## src/design/cau_pkg.sv

```systemverilog
package cau_pkg;

   // Operand and result word width, Q format integer + fraction bits
   localparam int W  = 32;
   // Product width
   localparam int PW = 2 * W;
   // Signed width that holds any sum of two products
   localparam int SW = 2 * W + 2;
   // Quotient / root bits produced by the iteration chain
   localparam int QW = W + 1;
   // Partial remainder width: divisor shifted left by QW
   localparam int RW = 3 * W + 1;

   typedef enum logic [2:0] {
      OP_ADD = 3'd0,
      OP_SUB = 3'd1,
      OP_MUL = 3'd2,
      OP_DIV = 3'd3,
      OP_NEG = 3'd4,
      OP_MAG = 3'd5
   } op_type;

   localparam logic [W-1:0] WORD_MAX = {1'b0, {(W-1){1'b1}}};
   localparam logic [W-1:0] WORD_MIN = {1'b1, {(W-1){1'b0}}};

   typedef struct packed {
      logic [W-1:0] word;
      logic         ovf;
   } sat_type;

   // Work item as it travels through the iteration chain
   typedef struct packed {
      op_type         op;
      logic [W-1:0]   res_re;
      logic [W-1:0]   res_im;
      logic           ovf;
      logic           dz;
      logic           neg_re;
      logic           neg_im;
      logic           big_re;
      logic           big_im;
      logic [RW-1:0]  r_re;
      logic [RW-1:0]  r_im;
      logic [QW-1:0]  q_re;
      logic [QW-1:0]  q_im;
      logic [PW-1:0]  d;
   } cau_item_type;

   // Clip a wide signed value to the word range
   function automatic sat_type sat_word(input logic signed [SW-1:0] v);
      sat_type s;
      logic signed [SW-1:0] hi;
      logic signed [SW-1:0] lo;
      hi = $signed({{(SW-W){1'b0}}, WORD_MAX});
      lo = $signed({{(SW-W){1'b1}}, WORD_MIN});
      if (v > hi) begin
         s.word = WORD_MAX;
         s.ovf  = 1'b1;
      end else if (v < lo) begin
         s.word = WORD_MIN;
         s.ovf  = 1'b1;
      end else begin
         s.word = v[W-1:0];
         s.ovf  = 1'b0;
      end
      return s;
   endfunction

endpackage

```

## src/design/cau_channels.sv

```systemverilog


interface cau_rsp_if import cau_pkg::*; ();
   logic                valid;
   logic                ready;
   logic signed [W-1:0] res_real;
   logic signed [W-1:0] res_imag;
   logic                overflow;
   logic                div_zero;

   modport source (output valid, res_real, res_imag, overflow, div_zero, input ready);
   modport sink   (input valid, res_real, res_imag, overflow, div_zero, output ready);
endinterface

```

## src/design/cau_back.sv

```systemverilog
module cau_back import cau_pkg::*; (
   input  logic          clock,
   input  logic          reset,
   input  logic          valid_in,
   input  cau_item_type  item_in,
   output logic          advance,
   cau_rsp_if.source     rsp
);

   sat_type              f_re, f_im;
   logic                 dz;
   logic signed [SW-1:0] v_re, v_im;

   always_comb begin
      v_re = item_in.neg_re ? -SW'(item_in.q_re) : SW'(item_in.q_re);
      v_im = item_in.neg_im ? -SW'(item_in.q_im) : SW'(item_in.q_im);
      dz   = 1'b0;
      f_re = '0;
      f_im = '0;
      case (item_in.op) inside
         OP_ADD, OP_SUB, OP_NEG, OP_MUL: begin
            f_re.word = item_in.res_re;
            f_re.ovf  = item_in.ovf;
            f_im.word = item_in.res_im;
         end
         OP_DIV: begin
            if (item_in.dz) begin
               dz = 1'b1;
            end else begin
               if (item_in.big_re) begin
                  f_re.word = item_in.neg_re ? WORD_MIN : WORD_MAX;
                  f_re.ovf  = 1'b1;
               end else begin
                  f_re = sat_word(v_re);
               end
               if (item_in.big_im) begin
                  f_im.word = item_in.neg_im ? WORD_MIN : WORD_MAX;
                  f_im.ovf  = 1'b1;
               end else begin
                  f_im = sat_word(v_im);
               end
            end
         end
         OP_MAG: begin
            f_re = sat_word(SW'(item_in.q_re));
         end
         default: ;
      endcase
   end

   logic         out_valid_ff;
   logic [W-1:0] out_re_ff, out_im_ff;
   logic         out_ovf_ff, out_dz_ff;

   assign advance = !out_valid_ff || rsp.ready;

   always_ff @(posedge clock) begin
      if (reset) begin
         out_valid_ff <= 1'b0;
      end else if (advance) begin
         out_valid_ff <= valid_in;
      end
      if (advance) begin
         out_re_ff  <= f_re.word;
         out_im_ff  <= f_im.word;
         out_ovf_ff <= f_re.ovf | f_im.ovf;
         out_dz_ff  <= dz;
      end
   end

   assign rsp.valid    = out_valid_ff;
   assign rsp.res_real = $signed(out_re_ff);
   assign rsp.res_imag = $signed(out_im_ff);
   assign rsp.overflow = out_ovf_ff;
   assign rsp.div_zero = out_dz_ff;

endmodule
```

## src/flat_wrapper.sv

```systemverilog
// flat-port wrapper written by rule: the top's interface ports become plain ports
module cau_back_flat import cau_pkg::*;
  (clock, reset, valid_in, item_in, advance, rsp_valid, rsp_res_real, rsp_res_imag, rsp_overflow, rsp_div_zero, rsp_ready);
  cau_rsp_if rsp_i ();
  input  logic clock;
  input  logic reset;
  input  logic valid_in;
  input  cau_item_type item_in;
  output logic advance;
  output wire logic [$bits(rsp_i.valid)-1:0] rsp_valid;
  output wire logic [$bits(rsp_i.res_real)-1:0] rsp_res_real;
  output wire logic [$bits(rsp_i.res_imag)-1:0] rsp_res_imag;
  output wire logic [$bits(rsp_i.overflow)-1:0] rsp_overflow;
  output wire logic [$bits(rsp_i.div_zero)-1:0] rsp_div_zero;
  input wire logic [$bits(rsp_i.ready)-1:0] rsp_ready;
  assign rsp_valid = rsp_i.valid;
  assign rsp_res_real = rsp_i.res_real;
  assign rsp_res_imag = rsp_i.res_imag;
  assign rsp_overflow = rsp_i.overflow;
  assign rsp_div_zero = rsp_i.div_zero;
  assign rsp_i.ready = rsp_ready;
  cau_back u_core (.clock(clock), .reset(reset), .valid_in(valid_in), .item_in(item_in), .advance(advance), .rsp(rsp_i));
endmodule
```

## config.mk

```make
export PLATFORM = sky130hd
export DESIGN_NAME = cau_back_flat
export DESIGN_NICKNAME = d
export VERILOG_FILES = /design/src/design/cau_pkg.sv /design/src/design/cau_channels.sv /design/src/design/cau_back.sv /design/src/flat_wrapper.sv
export SDC_FILE = /design/constraint.sdc
export NUM_CORES = 1
export LEC_CHECK = 0
export BUFFER_PORTS_ARGS = -buffer_cell sky130_fd_sc_hd__buf_4
export CELL_PAD_IN_SITES_DETAIL_PLACEMENT = 2
export CELL_PAD_IN_SITES_GLOBAL_PLACEMENT = 2
export CORE_AREA = 2 2 180 182
export CTS_CLUSTER_DIAMETER = 120
export DETAILED_ROUTE_END_ITERATION = 16
export DIE_AREA = 0 0 182 184
export GPL_TIMING_DRIVEN = 0
export PLACE_DENSITY_LB_ADDON = 0.05
export RECOVER_POWER = 100
export SLEW_MARGIN = 20
export SYNTH_ARGS = -nofsm -noshare
export SYNTH_HDL_FRONTEND = slang
export SYNTH_SLANG_ARGS = --single-unit
```

## constraint.sdc

```tcl
create_clock -name clock -period 8.9 [get_ports clock]
set_input_delay 0 -clock clock [delete_from_list [all_inputs] [get_ports clock]]
set_output_delay 0 -clock clock [all_outputs]
set_load 0.1 [all_outputs]
```

# ---- Yosys cells after proc, flatten, opt, wreduce, memory -nomap -nowiden
# Index checks and enable logic that the tools add are counted.
dict set report op_classes {
  add_sub_neg 2
  order_cmp 5
  n_eq_ne 5
  muxes 21
  bitwise_logic 2
  n_reduce_logical 5
}
# operator count
set ops {}
lappend ops {{$mux 33} 12}
lappend ops {{$gt 66x32->1 const B} 2}
lappend ops {{$lt 66x32->1 const B} 2}
lappend ops {{$mux 66} 2}
lappend ops {{$neg 33->66} 2}
lappend ops {{$mux 32} 4}
lappend ops {{$gt 33x31->1 const B} 1}
lappend ops {{$eq 3x2->1 const B} 2}
lappend ops {{$eq 3x3->1 const B} 2}
lappend ops {{$reduce_or 5->1} 1}
lappend ops {{$reduce_or 4->1} 1}
lappend ops {{$eq 3x1->1 const B} 1}
lappend ops {{$logic_not 3->1} 1}
lappend ops {{$mux 1} 3}
lappend ops {{$logic_not 1->1} 1}
lappend ops {{$logic_or 1x1->1} 1}
lappend ops {{$not 1->1} 1}
lappend ops {{$or 1x1->1} 1}
dict set report totals {
  register_bits 67
  wordCells 45
}

# ---- Depth between registers and ports, before layout
dict set report logic_depth {
  depth_word 10
  mapped_depth 14
  mapped_depth_nobuf 13
}

# ---- Worst setup path after synthesis
# Ideal clock, no wire load.
dict set report synth_path {
  path_kind {reg2reg}
  startpoint {register u_core.out_valid_ff (netlist: u_core.rsp.valid)}
  endpoint {register u_core.out_dz_ff (netlist: u_core.rsp.div_zero), enable pin}
  setup_time_ps 930
  arrival_ps 2884
  setup_slack_ps 5086
  path_stages_with_launch 2
  path_buffers 0
  path_cell_list {dfxtp_1 > nand2b_1}
}
dict set report synth_via {
  elab_chain_cells 2
}
# item line
set synth_rtl {}
lappend synth_rtl {{start, declared} cau_back.sv:51} ;# logic out_valid_ff;
lappend synth_rtl {{start signal, assigned} cau_back.sv:61} ;# out_valid_ff <= valid_in;
lappend synth_rtl {{$logic_not 1->1} cau_back.sv:55} ;# assign advance = !out_valid_ff || rsp.ready;
lappend synth_rtl {{$logic_or 1x1->1} cau_back.sv:55}
lappend synth_rtl {{via advance} flat_wrapper.sv:9} ;# output logic advance;
lappend synth_rtl {{end signal, assigned} cau_back.sv:67} ;# out_dz_ff <= dz;
lappend synth_rtl {{end, declared} cau_back.sv:53} ;# logic out_ovf_ff, out_dz_ff;
# The timed path passes the listed nets, and every way through them passes these cells.
# A chain may end at the register's enable or synchronous reset.

==> summary.md <==
| Metric | Value |
|---|---|
| Clock transition at the registers of the reported paths | `60 ps` |
| Setup Skew | `8.54 ps` |
| Synthesized net count | `943` |
| Crit path time final | `4510 ps` |
| Yosys top cell by area | `edfxtp_1` |
| Die area | `33500 um^2` |
| Max_cap viols | `2` |
| Gate Count Post-Synth | `537` |
| RSZ-0062 raised after global routing | `false` |
| Cts bufs inserted | `9` |
| Dpl hpwl | `23300 um` |
| Ranking of synthesized cells by area | `edfxtp_1 40%, nand2_1 8.4%, o211ai_1 6.8%` |
| Critical Path RT | `8950 ps` |
| Pwr/cell area | `170 nW/um^2` |
| Final Power | `1.25 mW` |
| WL final | `28900 um` |
| Resized Gates After CTS | `0` |
| Clock Latency Late Sink | `340 ps` |
| Synth Area in XOR/XNOR | `7.28%` |
| Placed Cells | `1147` |
| CP Data Arrival Time | `4570 ps` |
| Layout overhead on the synthesized area | `49.2%` |
| Final core occ | `23.5%` |
| Multiplexer share of the synthesized area | `0.406%` |
| Reg-to-Reg End | `u_core.rsp.res_imag[31]` |
| Yosys cell types | `58` |
| Adder-Cell Fraction of Synth Area | `1.27%` |
| Number of synthesized flops with an enable pin | `66` |
| Failing checks | `capacitance limit, slew limit` |
| Crit path from | `item_in[102]` |
| Leakage | `2.78 nW` |
| Worst slack, placed | `4620 ps` |
| DRT iter0 DRCs | `230` |
| CTS Root Cell | `clkbuf_16` |
| Core area | `31400 um^2` |
| Ys Warns | `0` |
| Final Hold Vio Count | `0` |
| Largest family of logic cells by synthesized area | `simple AND/OR/NAND/NOR gates` |
| Launch point of the worst reg-to-reg path | `u_core.rsp.valid` |
| Achievable Freq | `0.222 GHz` |
| DR vias/cell | `4.58` |
| Setup TNS | `0 ps` |
| Residual DRC | `0` |
| Drt pass-1 iters | `4` |
| Critical path type | `in2reg` |
| Via count | `5521` |
| Synth top area share | `40.2%` |
| Slew @ Worst Pin | `2750 ps` |
| Worst Reg-to-Reg Cells | `2` |
| I/O pin total | `469` |
| Filler instances | `3675` |
| Postcts setup bufs | `0` |
| CTS sink cnt | `67` |
| Outcome | `complete, but fails checks` |
| Antenna-violating nets left | `0` |
| CTS Buffer Depth | `2` |
| Most common cell in the netlist | `nand2_1` |
| Seq/Total Area, Yosys | `40.6%` |
| Crit Path Max Fanout | `10` |
| Mean Syn Cell Area | `9.19 um^2` |
| Ys flop type | `edfxtp_1` |
| Hold Crit Class | `in2reg` |
| Post-synth top cells | `111 x nand2_1, 66 x edfxtp_1, 45 x o211ai_1` |
| Vias in the first global route | `6261` |
| Tcrit/Tclk final | `50.7%` |
| Compound-Gate Fraction of Synth Area | `21.9%` |
| Final WS setup | `4390 ps` |
| Initial antenna violation count | `0` |
| # setup viols final | `0` |
| Avg WL per Cell | `23.9 um` |
| Hold-fix buffers, CTS | `42` |
| Non-filler cells, final | `1205` |
| Clock tree from TritonCTS | `done` |
| Setup crit end | `u_core.rsp.res_real[11]` |
| H-tree depth | `3` |
| Largest net degree at the start of global routing | `42` |
| Total track usage | `17.2%` |
| IO buf count | `207` |
| Slew margin rel. | `-83.3%` |
| Async set-or-reset flop fraction in the synthesized netlist | `0%` |
| Rows | `65` |
| Layout cell share with drive strength beyond 1 | `21.7%` |
| Initial core utilization | `15.7%` |
| Nets | `1204` |
| Die W | `182 um` |
| Final-report max-slew violation count | `71` |
| R2R Setup Slk | `4970 ps` |
| Die Span Y | `184 um` |
| Peak VDD IR | `0.0644 mV` |
| First-pass GRT wire length | `41800 um` |
| Seq cells post-synth | `67` |
| Post-Synthesis Cell Area | `4930 um^2` |
| Startpoint Class | `input pin` |
| Synth Area in Simple Gates | `24.9%` |
| Overflow after GRT | `0` |
| Crit. End Element | `flop` |
| Gpl congestion | `0.780` |
-- power by group --
group	internal [mW]	switching (mW)	total, mW
clock network	0.185	0.153	0.338
logic	0.107	0.404	0.511
registers	0.390	0.0122	0.403
total	0.683	0.569	1.25
-- logic make-up after synthesis --
kind of cell	Yosys count
multiplexers	2
adder cells (fa/ha/maj)	5
AND/OR/NAND/NOR	235
AO/OA/AOI/OAI	143
flip-flops	67
XOR/XNOR	41
buffers and inverters	44
-- per-stage QoR --
stage	hold WS, ps	area [um^2]
floorplan	69.1	4930
global placement	242	6990
detailed placement	238	7030
CTS	3.06	7700
global route	7.07	7360
finish	3.88	7360
-- worst min-delay path by stage --
stage,depth (start not counted),start,end
finish,2,item_in[362],u_core.rsp.res_real[0]
global route,2,item_in[362],u_core.rsp.res_real[0]
CTS,3,item_in[380],u_core.rsp.res_real[18]
detailed placement,2,reset,u_core.rsp.valid
global placement,2,reset,u_core.rsp.valid
floorplan,1,reset,u_core.rsp.valid
-- registers in the layout (all words and copies together), names as in the netlist --
register,cells
u_core.rsp.div_zero,1
u_core.rsp.res_imag,32
u_core.rsp.valid,1
u_core.rsp.overflow,1
u_core.rsp.res_real,32
-- final cells by class --
| class | count | area, um^2 | area share, % |
|---|---|---|---|
| multi-input cells | 426 | 2720 | 37.0 |
| flip-flops and latches | 67 | 2000 | 27.2 |
| repair buffers | 250 | 1710 | 23.2 |
| well taps | 402 | 503 | 6.83 |
| clock buffers | 11 | 233 | 3.16 |
| plain buffers | 33 | 129 | 1.75 |
| inverters | 11 | 41.3 | 0.561 |
| clock inverters | 4 | 18.8 | 0.255 |
| diodes | 1 | 2.50 | 0.0340 |
-- cells in the final DEF (no fill, tap or decap), types with 3 or more instances in the layout --
cell	count
nand3_1	8
or4_1	7
nor3_1	13
buf_2	4
o211ai_1	45
nor2b_1	3
or3_1	11
nor2_1	9
buf_4	136
clkbuf_1	100
xnor2_1	3
xor2_1	38
a22oi_1	13
o21ai_0	20
ha_1	5
a21oi_1	5
edfxtp_1	66
nand2b_1	5
buf_1	3
o41ai_1	12
o31ai_1	16
or2_2	14
clkinv_2	3
a211o_1	14
nand2_1	111
nand4_1	26
inv_1	11
dlygate4sd3_1	42
nor4_1	9
clkbuf_16	9
-- metal layers --
metal | routed length [um] | track usage, %
met1 | 12900 | 21.7
met2 | 13100 | 28.3
met3 | 2460 | 6.36
met4 | 395 | 3.61
met5 | 0 | 0
-- critical path: stages --
cell,delay [ps]
clkbuf_1,150
or4_1,690
nor3_1,670
nand4_1,400
nor3_1,320
ha_1,290
nor2b_1,140
a41oi_1,550
clkbuf_1,500
clkbuf_1,540
a211o_1,190
nand4_1,110
Power figures use the tool's default switching activity.
