$ cat src/design/cau_pkg.sv
package cau_pkg;

   // Operand and result word width, Q format integer + fraction bits
   localparam int W  = 32;
   // Product width
   localparam int PW = 2 * W;
   // Signed width that holds any sum of two products
   localparam int SW = 2 * W + 2;
   // Quotient / root bits produced by the iteration chain
   localparam int QW = W + 1;
   // Partial remainder width: divisor shifted left by QW
   localparam int RW = 3 * W + 1;

   typedef enum logic [2:0] {
      OP_ADD = 3'd0,
      OP_SUB = 3'd1,
      OP_MUL = 3'd2,
      OP_DIV = 3'd3,
      OP_NEG = 3'd4,
      OP_MAG = 3'd5
   } op_type;

   localparam logic [W-1:0] WORD_MAX = {1'b0, {(W-1){1'b1}}};
   localparam logic [W-1:0] WORD_MIN = {1'b1, {(W-1){1'b0}}};

   typedef struct packed {
      logic [W-1:0] word;
      logic         ovf;
   } sat_type;

   // Work item as it travels through the iteration chain
   typedef struct packed {
      op_type         op;
      logic [W-1:0]   res_re;
      logic [W-1:0]   res_im;
      logic           ovf;
      logic           dz;
      logic           neg_re;
      logic           neg_im;
      logic           big_re;
      logic           big_im;
      logic [RW-1:0]  r_re;
      logic [RW-1:0]  r_im;
      logic [QW-1:0]  q_re;
      logic [QW-1:0]  q_im;
      logic [PW-1:0]  d;
   } cau_item_type;

   // Clip a wide signed value to the word range
   function automatic sat_type sat_word(input logic signed [SW-1:0] v);
      sat_type s;
      logic signed [SW-1:0] hi;
      logic signed [SW-1:0] lo;
      hi = $signed({{(SW-W){1'b0}}, WORD_MAX});
      lo = $signed({{(SW-W){1'b1}}, WORD_MIN});
      if (v > hi) begin
         s.word = WORD_MAX;
         s.ovf  = 1'b1;
      end else if (v < lo) begin
         s.word = WORD_MIN;
         s.ovf  = 1'b1;
      end else begin
         s.word = v[W-1:0];
         s.ovf  = 1'b0;
      end
      return s;
   endfunction

endpackage

$ cat src/design/cau_iter.sv
module cau_iter import cau_pkg::*; #(
   parameter int BIT = 0
) (
   input  logic          clock,
   input  logic          reset,
   input  logic          advance,
   input  logic          valid_in,
   input  cau_item_type  item_in,
   output logic          valid_out,
   output cau_item_type  item_out
);

   // one quotient bit per lane, or one root bit on the real lane
   cau_item_type  item_in_next;
   logic [RW-1:0] t_re, t_im;

   always_comb begin
      item_in_next = item_in;
      t_im = RW'(item_in.d) << BIT;
      if (item_in.op == OP_MAG) begin
         t_re = (RW'(item_in.q_re) << (BIT + 1)) + (RW'(1) << (2 * BIT));
      end else begin
         t_re = t_im;
      end
      if ((item_in.op == OP_DIV || item_in.op == OP_MAG) && item_in.r_re >= t_re) begin
         item_in_next.r_re      = item_in.r_re - t_re;
         item_in_next.q_re[BIT] = 1'b1;
      end
      if (item_in.op == OP_DIV && item_in.r_im >= t_im) begin
         item_in_next.r_im      = item_in.r_im - t_im;
         item_in_next.q_im[BIT] = 1'b1;
      end
   end

   logic         valid_ff;
   cau_item_type item_ff;

   always_ff @(posedge clock) begin
      if (reset) begin
         valid_ff <= 1'b0;
      end else if (advance) begin
         valid_ff <= valid_in;
      end
      if (advance) begin
         item_ff <= item_in_next;
      end
   end

   assign valid_out = valid_ff;
   assign item_out  = item_ff;

endmodule

$ cat config.mk
export PLATFORM = sky130hd
export DESIGN_NAME = cau_iter
export DESIGN_NICKNAME = d
export VERILOG_FILES = /design/src/design/cau_pkg.sv /design/src/design/cau_iter.sv
export SDC_FILE = /design/constraint.sdc
export NUM_CORES = 1
export LEC_CHECK = 0
export BUFFER_PORTS_ARGS = -buffer_cell sky130_fd_sc_hd__buf_2
export CAP_MARGIN = 20
export CORE_AREA = 2 2 307 309
export DETAILED_ROUTE_END_ITERATION = 6
export DIE_AREA = 0 0 309 311
export PLACE_DENSITY = 0.54
export SYNTH_ARGS = -nofsm -noshare
export SYNTH_HDL_FRONTEND = slang
export SYNTH_SLANG_ARGS = --single-unit
$ cat constraint.sdc
create_clock -name clock -period 10.45 [get_ports clock]
set_input_delay 2.09 -clock clock [delete_from_list [all_inputs] [get_ports clock]]
set_output_delay 2.09 -clock clock [all_outputs]
set_load 0.02 [all_outputs]
Word-level counts from Yosys, hierarchy flattened
Cells that the tools add are included.
{ "totals": {"regBits": 398, "elab_cells": 30} }
{ "classes": {"n_addsub": 3, "n_reduce_logical": 3, "magnitude_cmp": 2, "mux": 3, "eq_ne": 2} }
{ "op_table": {"columns": ["operator", "n"], "rows": [
  ["$mux W97", 3],
  ["$ge A97 B64 Y1", 1],
  ["$ge A97 B97 Y1", 1],
  ["$sub A97 B64 Y97", 1],
  ["$sub A97 B97 Y97", 1],
  ["$add A34 B1 Y35 const B", 1],
  ["$eq A3 B2 Y1 const B", 1],
  ["$eq A3 B3 Y1 const B", 1],
  ["$logic_and A1 B1 Y1", 2],
  ["$logic_or A1 B1 Y1", 1]
]} }

Depth between registers and ports, before layout
Gate-level depths: netlist of the first run.
{ "depth": {"depth_word": 5, "mapped_depth": 18} }

Least setup slack after synthesis of the first run
OpenSTA, ideal clock, no wires.
{ "synth_path": {"kind": "in2reg", "start": "input port item_in[395] in the netlist's numbering", "end": "register item_ff (netlist bit item_out[304]), data pin", "arrival_time_ns": 6.075, "setup_slack_ns": 4.117, "setup_time_ns": 0.258, "path_buffers": 2, "cell_stages": 14, "cell_sequence": "nand3b_1 -> clkbuf_1 -> buf_1 -> mux2i_1 -> ha_1 -> a211oi_1 -> nor2_1 -> o311a_1 -> o41ai_1 -> o221ai_1 -> a31oi_1 -> o22ai_1 -> or4_4 -> xnor2_2"} }
{ "synth_rtl": {"columns": ["item", "line_no", "source"], "rows": [
  ["from (decl)", "cau_iter.sv:8", "input cau_item_type item_in,"],
  ["to (signal assigned)", "cau_iter.sv:45", "item_ff <= item_in_next;"],
  ["to (decl)", "cau_iter.sv:36", "cau_item_type item_ff;"]
]} }

==> results of run 1 <==
registers in the layout (all words and copies together), names as in the netlist:
signal	count
item_out	397
valid_out	1
through the flow:
stage | area (µm²) | std cells
floorplan | 24000 | 2383
global placement | 29400 | 4355
detailed placement | 29400 | 4355
CTS | 30900 | 4445
global route | 30900 | 4449
finish | 30900 | 4454
worst max-delay path by stage:
| stage | start | slack (ns) | cells after the start | endpoint |
|---|---|---|---|---|
| 3_3_place_gp | item_in[395] | 2.81 | 16 | item_out[307] |
| 2_1_floorplan | item_in[395] | 4.12 | 14 | item_out[304] |
| 4_1_cts | item_in[395] | 3.40 | 16 | item_out[307] |
| 3_5_place_dp | item_in[395] | 2.72 | 16 | item_out[307] |
| 6_report | item_in[395] | 3.37 | 16 | item_out[315] |
| 5_1_grt | item_in[395] | 3.05 | 15 | item_out[316] |
worst register-to-register path: stages (launching register included):
cell and delay [ns]:
dfxtp_1 0.30, mux2i_1 0.12, nor2_1 0.05
cell families (layout without fill, tap and decap cells):
kind of cell    count (synthesis)  count (layout)  share of synthesized area [%]
simple gates                  785             785                           15.6
compound gates                634             634                           15.9
flops                         398             398                           49.7
buf+inv                       212            1021                           3.53
xor+xnor                      185             185                           6.77
fa+ha+maj                     130             130                           6.83
mux                            39              39                           1.64
other cells                     0               8                              0
final cells by class:
| cell class | count | area, µm² | share of cell area, % |
|---|---|---|---|
| Clock inverter | 28 | 236 | 0.765 |
| Antenna cell | 8 | 20.0 | 0.0648 |
| Multi-Input combinational cell | 1773 | 11300 | 36.4 |
| Tap cell | 1254 | 1570 | 5.08 |
| Inverter | 116 | 435 | 1.41 |
| Timing Repair Buffer | 815 | 4160 | 13.4 |
| Sequential cell | 398 | 11900 | 38.6 |
| Clock buffer | 62 | 1300 | 4.19 |
power breakdown:
group / total (µW) / leakage [µW] / internal (µW) / switching, µW
clock network: 1650 / 0.000728 / 933 / 721
logic: 1280 / 0.00843 / 413 / 863
registers: 1960 / 0.00389 / 1920 / 39.5
total: 4890 / 0.0131 / 3270 / 1620
metal layers:
layer	GRT usage (%)	vias to the layer above	share of wire (%)
met4	5.34	16	2.2
li1	-	10400	-
met2	37.0	991	48
met5	0	-	0.080
met1	28.1	10600	42
met3	5.11	123	8.3
placed cells by master, fill, tap and decap left out, types with 11 or more instances in the layout:
master / synthesis / routed
buf_2: 7 / 797
a211oi_1: 14 / 14
nor3_1: 65 / 65
nor2_1: 131 / 131
buf_4: 10 / 14
o21ai_1: 13 / 13
or3_1: 20 / 20
o21ai_0: 220 / 220
and3_1: 11 / 11
nand2b_1: 13 / 13
a21o_1: 43 / 43
nand2_1: 317 / 317
nand4_1: 77 / 77
xnor2_1: 108 / 108
o211ai_1: 14 / 14
or4_1: 12 / 12
a31oi_1: 12 / 12
inv_1: 116 / 116
ha_1: 128 / 128
clkbuf_1: 74 / 12
clkbuf_16: 0 / 50
a21oi_1: 181 / 181
o21bai_1: 34 / 34
or2_2: 15 / 15
edfxtp_1: 397 / 397
nor4_1: 30 / 30
nand3_1: 45 / 45
xor2_1: 76 / 76
o31ai_1: 13 / 13
mux2i_1: 35 / 35
o21a_1: 17 / 17
==> flow_summary_export.csv, run 1 <==
group,metric,value,unit
synth,synth.largest_area_cell,"edfxtp_1",
cts,cts_buffers,49,
timing,setup_tns,0,ns
setup_path,crit_buf_inv,3,
setup_path,end_kind,"flop",
synth,yosysSeqAreaShare,49.7,%
floorplanning,num_rows,112,
layout,final_core_util,33.3,%
hold_path,hold_end,"valid_out",
run_status,outcome,"finished clean",
cts,cts_tree,"built",
hold_path,min_from,"valid_out",
global_route,gr-total-overflow,0,
timing,fin_crit_sh,67.7,%
hold_path,hold_path_depth,2,
cts,post_cts_resized,0,
cts,ctsHoldBuffers,0,
global_route,grt_pass1_wl,152000,µm
setup_path,cp-start-kind,"input pin",
cts,postCtsSetupBuffers,0,
synth,synth_top_cells_by_area,"edfxtp_1, ha_1, nand2_1",
layout,fin_nets,3684,
timing,rsz0062_at_grt,"no",
setup_path,cpPeakStageDelay,0.87,ns
timing,hold_viol,0,
timing,finalWorstSetupSlack,3.37,ns
global_route,antenna_found_initial,29,
hold_path,hold_path.class,"flop to flop",
global_route,grt_max_degree,154,
layout,area_growth,28.6,%
layout,drive_gt1_share,29.0,%
floorplanning,coreArea,0.0928,mm²
synth,ys_types,81,
power,total_power,4890,µW
synth,synth.top_cell.area_share,49.6,%
synth,ys.flop_type,"edfxtp_1",
synth,yosysMostFrequentCell,"edfxtp_1",
drt,via_per_inst,4.98,
synth,syn_area,0.0240,mm²
placement,gp_congestion,0.948,
power,ir_drop,0.107,mV
drt,routed_wl,110000,µm
synth,syn-num-nets,2914,
drt,drt_pre_antenna_iters,5,
placement,portBuffers,798,
setup_path,r2r_end,"valid_out",
drt,drc,0,
timing,period_needed,7.08,ns
floorplanning,dieArea,0.0961,mm²
setup_path,cp_slowest_cell,"a41oi_1",
placement,dp_hpwl,90700,µm
synth,synth_cells,2383,
placement,place_ws,2.72,ns
setup_path,ff2ff_path_depth,2,
timing,setup_violations,0,
drt,wire_per_inst,24.7,µm
drt,vias,22200,
flow_run,max_cap_viol_count,0,
cts,cts_sinks,398,
global_route,grt_use_total,21.9,%
timing,fin_skew,0,ns
synth,ys_seq_elements,398,
cts,clk_latency,0.61,ns
cts,clk_pin_slew_worst_paths,0.05,ns
power,leakage,0.0131,µW
setup_path,r2r_start,"valid_out",
cts,root_buffer,"clkbuf_16",
floorplanning,io_pins,799,
power,p_per_area,158,mW/mm²
synth,synthTopCellsByCount,"edfxtp_1, nand2_1, o21ai_0, a21oi_1, nor2_1",
setup_path,path_cells,"buf_2, nand3b_1, buf_4, nand2b_1, ha_1, inv_1, fa_1, a211oi_1, o21ai_0, o221ai_1, a211oi_1, o21ai_0, nand3b_1, a41oi_1, nand3_1, xnor2_1",
synth,async_flop_share,0,%
timing,worst_pin_slew,1.06,ns
synth,yosysWarnings,0,
setup_path,cp_max_fo,15,
setup_path,critical_path_arrival,7.44,ns
drt,drt_iter0_drc,2220,
timing,max_freq,141,MHz
setup_path,crit_family,"compound AO/OA/AOI/OAI gates",
floorplanning,start_util,25.9,%
timing,slew_headroom,28.6,%
timing,slew_viol_final,0,
synth,synth_edf_count,397,
floorplanning,fp.dieH,311,µm
timing,fin_hold_ws,0.491,ns
setup_path,worst-endpoint-required,10.81,ns
setup_path,crit_type,"input pin to flop",
layout,fill_cells,9735,
global_route,grt_pass1_vias,21000,
cts,htreeDepth,2,
floorplanning,die_w,309,µm
setup_path,r2r_setup_slack,9.87,ns
synth,avgSynthCellArea,10.1,µm²
cts,cts_buffer_depth,3,
drt,ant_nets,0,
(Power assumes the default switching activity.)
==> run 2, diff against run 1 <==
- clock period: 10.45 -> 6.65 ns (I/O delays scaled with it)
==> flow_summary_export.csv, run 2 (synthesis gave the netlist of run 1 again) <==
group,metric,value,unit
power,total_power,7760,µW
layout,final_area,0.0311,mm²
timing,slew_viol_final,0,
layout,drive_gt1_share,29.2,%
cts,cts_buffer_depth,3,
run_status,outcome,"finished clean",
cts,post_cts_resized,0,
timing,rsz0062_at_grt,"no",
layout,fill_cells,9741,
power,switchingPower,2560,µW
drt,drc,0,
floorplanning,die_w,309,µm
layout,largest_register_ff_count,397,
global_route,grt_use_total,22.1,%
power,comb_power_share,26.0,%
setup_path,crit_path_start,"item_in[395]",
floorplanning,num_rows,112,
layout,area_growth,29.2,%
hold_path,min_from,"valid_out",
cts,clk_pin_slew_worst_paths,0.06,ns
cts,root_buffer,"clkbuf_16",
floorplanning,dieArea,0.0961,mm²
drt,wire_per_inst,24.7,µm
timing,hold_viol,0,
power,p_sw_share,33.0,%
setup_path,path_cells,"buf_2, nand3b_1, buf_12, nand2b_1, ha_1, inv_1, fa_1, a211oi_1, o21ai_0, o221ai_1, a211oi_1, o21ai_0, nand3b_1, a41oi_1, buf_4, nand4_1, xnor2_1",
placement,gp_congestion,0.947,
drt,ant_nets,0,
power,ir_drop,0.163,mV
cts,cts_tree,"built",
global_route,grt_pass1_vias,21400,
setup_path,cp_slowest_cell,"o21ai_0",
timing,fin_skew,0,ns
timing,max_freq,182,MHz
timing,worst_pin_slew,1.09,ns
cts,cts_sinks,398,
setup_path,cpPeakStageDelay,0.65,ns
setup_path,crit_type,"input pin to flop",
cts,ctsHoldBuffers,0,
global_route,gr-total-overflow,0,
setup_path,crit_buf_inv,4,
floorplanning,io_pins,799,
placement,dp_hpwl,91600,µm
setup_path,crit_family,"compound AO/OA/AOI/OAI gates",
setup_path,end_kind,"flop",
timing,fin_hold_ws,0.513,ns
setup_path,cp-start-kind,"input pin",
drt,drt_pre_antenna_iters,5,
power,p_seq_share,39.8,%
placement,place_ws,0.725,ns
power,pwr-share-clk,34.2,%
timing,finalWorstSetupSlack,1.16,ns
layout,layout_common_cells,"buf_2, edfxtp_1, nand2_1",
drt,drt_iter0_drc,2106,
layout,final_common_cell,"buf_2",
cts,cts_buffers,48,
timing,setup_tns,0,ns
timing,slew_headroom,27.5,%
global_route,antenna_found_initial,22,
floorplanning,start_util,25.9,%
floorplanning,coreArea,0.0928,mm²
drt,vias,22300,
placement,portBuffers,798,
setup_path,cp_max_fo,23,
floorplanning,fp.dieH,311,µm
global_route,grt_max_degree,158,
power,leakage,0.0131,µW
layout,multi_input_area,0.0113,mm²
setup_path,critical_path_arrival,5.85,ns
setup_path,worst-endpoint-required,7.02,ns
flow_run,max_cap_viol_count,0,
cts,clk_latency,0.61,ns
timing,fin_crit_sh,82.5,%
cts,htreeDepth,2,
cts,postCtsSetupBuffers,0,
hold_path,hold_path.class,"flop to flop",
power,intPower,5200,µW
layout,seq_area,0.0119,mm²
timing,setup_violations,0,
placement,place_area,0.0295,mm²
global_route,grt_pass1_wl,153000,µm
setup_path,r2r_start,"valid_out",
drt,routed_wl,110000,µm
timing,period_needed,5.49,ns
layout,fin_nets,3694,
power,p_per_area,250,mW/mm²
drt,via_per_inst,4.99,
## run 2: cell type report
| class | count | share of cell area (%) |
|---|---|---|
| antenna | 6 | 0.0483 |
| sequential | 398 | 38.4 |
| inverter | 116 | 1.40 |
| clock inverter | 28 | 0.934 |
| timing repair buffer | 826 | 13.8 |
| tap | 1254 | 5.05 |
| clock buffer | 60 | 4.08 |
| multi-input combinational | 1773 | 36.2 |
## run 2: power groups by stage
stage | Clock [µW] | Combinational [µW] | Sequential (µW)
after floorplan | 0 | 851 | 3420
after global placement | 0 | 2020 | 3140
after detailed placement | 0 | 2010 | 3130
after CTS | 2730 | 2020 | 3090
after global routing | 2810 | 2180 | 3110
final | 2660 | 2020 | 3080
## run 2: metrics by stage
stage,cells,util (%)
finish,4461,33.5
global route,4458,33.5
CTS,4455,33.5
detailed placement,4367,31.8
global placement,4366,31.8
floorplan,2383,-
## run 2: worst paths after layout
kind	slack (ns)	endpoint	depth (start not counted)
max	1.16	item_out[295]	17
min	0.51	valid_out	2
max reg2reg	6.05	valid_out	2
min reg2reg	0.51	valid_out	2
## run 2: worst register-to-register path: cells and delay by family, from the launching register on
kind,cells,cell delay [ns]
flops,1,0.31
mux,1,0.13
simple gates,1,0.06
## run 2: per-layer routing
layer  share of wire, %  global-route usage [%]  vias to the layer above
met5              0.082                       0                        -
met4                2.7                    6.53                       14
met3                8.4                    5.26                      131
met2                 47                    36.8                     1035
met1                 41                    28.2                    10600
li1                   -                       -                    10500
